### config.mk
export PLATFORM = sky130hd
export DESIGN_NAME = iam_ctrl
export DESIGN_NICKNAME = d
export VERILOG_FILES = /design/src/hw/rtl/iam_pkg.sv /design/src/hw/rtl/iam_ctrl.sv
export SDC_FILE = /design/constraint.sdc
export NUM_CORES = 1
export LEC_CHECK = 0
export ABC_AREA = 1
export BUFFER_PORTS_ARGS = -buffer_cell sky130_fd_sc_hd__buf_2
export CAP_MARGIN = 30
export CORE_AREA = 2 2 51 53
export DETAILED_ROUTE_END_ITERATION = 6
export DIE_AREA = 0 0 53 55
export SLEW_MARGIN = 20
export SYNTH_ARGS = -nofsm -noshare
export SYNTH_HDL_FRONTEND = slang
export SYNTH_SLANG_ARGS = --single-unit
### constraint.sdc
create_clock -name clk -period 1.5 [get_ports clk]
set_clock_uncertainty 0.1 [all_clocks]
set_input_delay 0.075 -clock clk [delete_from_list [all_inputs] [get_ports clk]]
set_output_delay 0.075 -clock clk [all_outputs]
set_load 0.005 [all_outputs]
### src/hw/rtl/iam_pkg.sv
// Package for the input action mapper: opcodes, states, control structs.
`timescale 1ns / 1ps
package iam_pkg;

  localparam int NUM_GROUPS = 3;
  localparam logic [8:0] UNKNOWN_CODE = 9'd511;
  localparam logic signed [15:0] HALF = 16'sd16384;
  localparam logic signed [15:0] NEG_HALF = -16'sd16384;
  localparam int SUM_W = 36;

  typedef enum logic [2:0] {
    OP_EVENT  = 3'd0,
    OP_TICK   = 3'd1,
    OP_BIND   = 3'd2,
    OP_BEGIN  = 3'd3,
    OP_CANCEL = 3'd4,
    OP_QUERY  = 3'd5
  } opcode_t;

  typedef enum logic [3:0] {
    S_CLR,
    S_IDLE,
    S_DECODE,
    S_EV_WR,
    S_RB_WR,
    S_BIND_WR,
    S_TICK_RD,
    S_TICK_WR,
    S_Q_SLOT,
    S_Q_LVL,
    S_Q_MUL,
    S_Q_ACC,
    S_Q_DONE
  } state_t;

  typedef struct packed {
    logic load;
    logic clr;
    logic tick_rd;
    logic tick_wr;
    logic ev_wr;
    logic rb_set;
    logic rb_clr;
    logic cnt_rd;
    logic cnt_pend;
    logic rb_wr;
    logic bind_wr;
    logic q_start;
    logic slot_rd;
    logic lvl_rd;
    logic mul;
    logic acc;
    logic out_load;
  } cmd_t;

  typedef struct packed {
    opcode_t op;
    logic    pend_hit;
    logic    ev_ok;
    logic    bind_ok;
    logic    tgt_ok;
    logic    begin_ok;
    logic    cnt_full;
    logic    slot_more;
    logic    out_busy;
    logic    clr_last;
    logic    tick_last;
  } stat_t;

endpackage

### src/hw/rtl/iam_ctrl.sv
// Controller state machine for the input action mapper.
`timescale 1ns / 1ps
module iam_ctrl (
  input  logic          clk,
  input  logic          rst,
  input  logic          in_valid,
  output logic          in_ready,
  input  iam_pkg::stat_t stat,
  output iam_pkg::cmd_t  cmd
);
  import iam_pkg::*;

  state_t state, state_next;

  always_ff @(posedge clk) begin
    if (rst) state <= S_CLR;
    else state <= state_next;
  end

  always_comb begin
    state_next = state;
    unique case (state)
      S_CLR:  if (stat.clr_last) state_next = S_IDLE;
      S_IDLE: if (in_valid) state_next = S_DECODE;
      S_DECODE: begin
        case (stat.op)
          OP_EVENT: begin
            if (stat.pend_hit) state_next = S_RB_WR;
            else if (stat.ev_ok) state_next = S_EV_WR;
            else state_next = S_IDLE;
          end
          OP_TICK:  state_next = S_TICK_RD;
          OP_BIND:  state_next = stat.bind_ok ? S_BIND_WR : S_IDLE;
          OP_QUERY: state_next = stat.tgt_ok ? S_Q_SLOT : S_Q_DONE;
          default:  state_next = S_IDLE;
        endcase
      end
      S_EV_WR:   state_next = S_IDLE;
      S_RB_WR:   state_next = S_IDLE;
      S_BIND_WR: state_next = S_IDLE;
      S_TICK_RD: state_next = S_TICK_WR;
      S_TICK_WR: state_next = stat.tick_last ? S_IDLE : S_TICK_RD;
      S_Q_SLOT:  state_next = stat.slot_more ? S_Q_LVL : S_Q_DONE;
      S_Q_LVL:   state_next = S_Q_MUL;
      S_Q_MUL:   state_next = S_Q_ACC;
      S_Q_ACC:   state_next = S_Q_SLOT;
      S_Q_DONE:  if (!stat.out_busy) state_next = S_IDLE;
      default:   state_next = S_IDLE;
    endcase
  end

  always_comb begin
    cmd = '0;
    in_ready = (state == S_IDLE);
    cmd.load = in_valid && in_ready;
    unique case (state)
      S_CLR: cmd.clr = 1'b1;
      S_DECODE: begin
        case (stat.op)
          OP_EVENT: begin
            cmd.cnt_rd   = stat.pend_hit;
            cmd.cnt_pend = 1'b1;
          end
          OP_BIND:   cmd.cnt_rd = stat.bind_ok;
          OP_BEGIN:  cmd.rb_set = stat.begin_ok;
          OP_CANCEL: cmd.rb_clr = 1'b1;
          OP_QUERY: begin
            cmd.q_start = 1'b1;
            cmd.cnt_rd  = stat.tgt_ok;
          end
          default: ;
        endcase
      end
      S_EV_WR:   cmd.ev_wr = 1'b1;
      S_RB_WR:   cmd.rb_wr = 1'b1;
      S_BIND_WR: cmd.bind_wr = !stat.cnt_full;
      S_TICK_RD: cmd.tick_rd = 1'b1;
      S_TICK_WR: cmd.tick_wr = 1'b1;
      S_Q_SLOT:  cmd.slot_rd = stat.slot_more;
      S_Q_LVL:   cmd.lvl_rd = 1'b1;
      S_Q_MUL:   cmd.mul = 1'b1;
      S_Q_ACC:   cmd.acc = 1'b1;
      S_Q_DONE:  cmd.out_load = !stat.out_busy;
      default: ;
    endcase
  end
endmodule

==> metrics.md <==
| Metric | Value |
|---|---|
| Ant diodes | `0` |
| Data required time of the worst path | `1.32 ns` |
| Worst slew margin | `83.7%` |
| Initial antenna violation count | `0` |
| Via density | `4.49` |
| Critical Path Slowest Stage Cell | `dfxtp_4` |
| Remaining global-route overflow | `0` |
| Largest cells by area after synthesis | `nand2_1 20%, nor2_1 18%, dfxtp_1 14%` |
| Die height | `55 um` |
| Post-synth top area cell | `nand2_1` |
| R2R setup slack | `around 0.26 ns` |
| Clock Tree Buf Depth | `2` |
| Setup violators final | `0` |
| Largest regs | `state x4` |
| Data arrival time of the worst path | `1.29 ns` |
| #FFs+latches synth | `4` |
| Seq/Total Area, Yosys | `between 10% and 20%` |
| Starting Density | `approximately a quarter` |
| Unique cell type count in the Yosys netlist | `16` |
| Worst-Margin Slew | `around 0.24 ns` |
| Hold_sp | `stat[2]` |
| Synth Net Count | `129` |
| DR WL/cell | `between 9 and 10 um` |
| Share of layout cells above drive strength 1 | `37.6%` |
| Cts bufs inserted | `3` |
| Achievable frequency | `682 MHz` |
| Hold endpoint | `state[0]$_SDFFE_PP0P_` |
| # Max-Cap Violations | `0` |
| Num ports | `34` |
| Antenna Nets Post-Route | `0` |
| Fin. Hold Viols | `0` |
| Hold crit path type | `in -> reg` |
| Worst vdd ir | `227 uV` |
| Hold path depth | `4` |
| Status | `complete, no violations` |
| CTS tree | `done` |
| Max reg flops | `4` |
| Startpoint Class | `flop` |
| Layout Utilization | `34.6%` |
| Die Span X | `53 um` |
| 1st-iter DRT viols | `8` |
| Worst hold margin | `0.109 ns` |
| Die ar. | `a little under 0.003 mm2` |
| Gate Count Post-Synth | `113` |
| Largest Register | `state` |
| RR Endpoint | `state[0]$_SDFFE_PP0P_` |
| Setup TNS | `0 ns` |
| Final wirelength | `between 1.5 and 2 mm` |
| Placed Cells incl. Taps | `174` |
| Met2 Use GR | `22.5%` |
| Core ar. | `0.00236 mm2` |
| CTS Sinks | `4` |
| Largest net degree at the start of global routing | `9` |
| Leak Pwr | `a little over 0.5 nW` |
| Synth warn | `0` |
| Crit path capture type | `primary output` |
| FF+latch area | `90.1 um2` |
| PwrDens | `580 mW/mm2` |
| Final HPWL DP | `1.41 mm` |
| Final Max Tran Viols | `0` |
| Gr busiest metal | `met2` |
| Skew-Pair Late Insertion Delay | `0.25 ns` |
| R2R Path Start | `state[1]$_SDFFE_PP0P_` |
| Mapped Avg Cell Area | `4.89 um2` |
| Area occupied by multi-input gates | `399 um2` |
| Worst-path maximum fanout | `5` |
| GRT met3 Usage | `0.269%` |
| Finished Layout Cells | `179` |
| Number of global-route vias before repair | `665` |
| Clock transition at path regs | `approximately 0.05 ns` |
| Period utilization | `97.7%` |
| First-pass GRT wire length | `2.79 mm` |
| Number of remaining DRC errors | `0` |
| IO Port Bufs | `33` |
| Fin crit period | `1.47 ns` |
| First drt pass iteration count | `4` |
| Global-route usage over all layers | `13.2%` |
| Worst-path cell chain | `inv_4, nand2_2, nor2_4, nand3_1, nor3_1, buf_2` |
| Root Buffer | `clkbuf_4` |
| Depth of the worst register-to-register path | `8` |
| Routability Congestion | `a little under 0.9` |
| Row count | `18` |
| Fin nets | `167` |
| Area grow syn2layout | `47.7%` |
| Layout fillers | `293` |
| Cell Area, Synth | `553 um2` |
| CP Class | `reg -> out` |
| Met1 GRT Util | `between 10% and 20%` |
| Max H-tree Level | `1` |
| CP peak stage delay | `about 0.37 ns` |
| Synth top area share | `19.7%` |
| DR vias | `803` |
==> timing repair <==
| item | CTS | global route |
|---|---|---|
| resized for setup | 7 | 9 |
| setup endpoints to repair | 5 | 10 |
| hold buffers | 1 | 0 |
| pin swaps | 1 | 1 |
| hold endpoints to repair | 1 | 0 |
| buffers inserted | 0 | 1 |
==> critical path, delay by kind of cell, from the launching register on <==
family                 cells  cell delay, ns
buffers and inverters      2            0.23
DFF                        1            0.37
and+or+nand+nor            4            0.44
==> cells by family after synthesis <==
group | after synthesis | synth area share [%]
flip-flops | 4 | 14.5
AND/OR/NAND/NOR | 78 | 60.0
buffers and inverters | 24 | 17.9
AO/OA/AOI/OAI | 7 | 7.69
==> routing by layer <==
layer  routed length [um]  part of all wire (%)
met2                  874                    49
met4                   34                   1.9
met3                   98                   5.5
met5                    0                     0
met1                  771                    43
==> cells in the final DEF, fill, tap and decap left out, types with 3 or more instances in the layout <==
cell	netlist	routed
buf_2	1	33
nand2_1	29	26
nor2_1	27	24
inv_1	20	19
nand3_1	13	13
nor2_2	3	5
nand2_2	1	4
nor3_1	4	3
o211ai_1	3	3
clkbuf_4	0	3
==> cells in the mapped netlist, drive strengths merged <==
cell	instances
dfxtp	4
nor2	31
nor3	4
nand3	13
inv	22
nand2	30
o211ai	3
a21oi	1
o21ai	3
buf	2
==> worst max path at each step <==
stage | from | endpoint | slack (ns) | cells after the start
after global routing | state[0]$_SDFFE_PP0P_ | cmd[11] | -0.03 | 6
after CTS | state[3]$_SDFFE_PP0P_ | cmd[4] | 0.006 | 5
after detailed placement | state[1]$_SDFFE_PP0P_ | cmd[10] | 0.09 | 5
after floorplan | state[1]$_SDFFE_PP0P_ | state[0]$_SDFFE_PP0P_ | 0.33 | 9
final | state[0]$_SDFFE_PP0P_ | cmd[11] | 0.03 | 6
after global placement | state[1]$_SDFFE_PP0P_ | cmd[8] | 0.14 | 5
==> stage by stage <==
step | area, um2 | worst slack [ns] | power [mW]
global placement | 739 | 0.138 | 0.304
CTS | 790 | 0.00625 | 0.464
detailed placement | 739 | 0.0857 | 0.305
floorplan | 553 | 0.328 | 0.247
finish | 817 | 0.0348 | 0.474
global route | 817 | -0.0267 | 0.509
==> report_power, final <==
| part | leakage [nW] | switching, mW | internal (mW) |
|---|---|---|---|
| clock network | 0.0138 | 0.0577 | 0.0904 |
| registers | 0.0349 | 0.0226 | 0.117 |
| logic | 0.468 | 0.112 | 0.0741 |
| total | 0.517 | 0.192 | 0.282 |
==> layout make-up <==
class	count	share of cell area [%]
multi-input cells	85	48.9
repair buffers	35	22.4
flip-flops and latches	4	11.0
inverters	22	10.4
well taps	30	4.59
clock buffers	3	2.76
No activity file was read; power rests on OpenSTA's default activity.
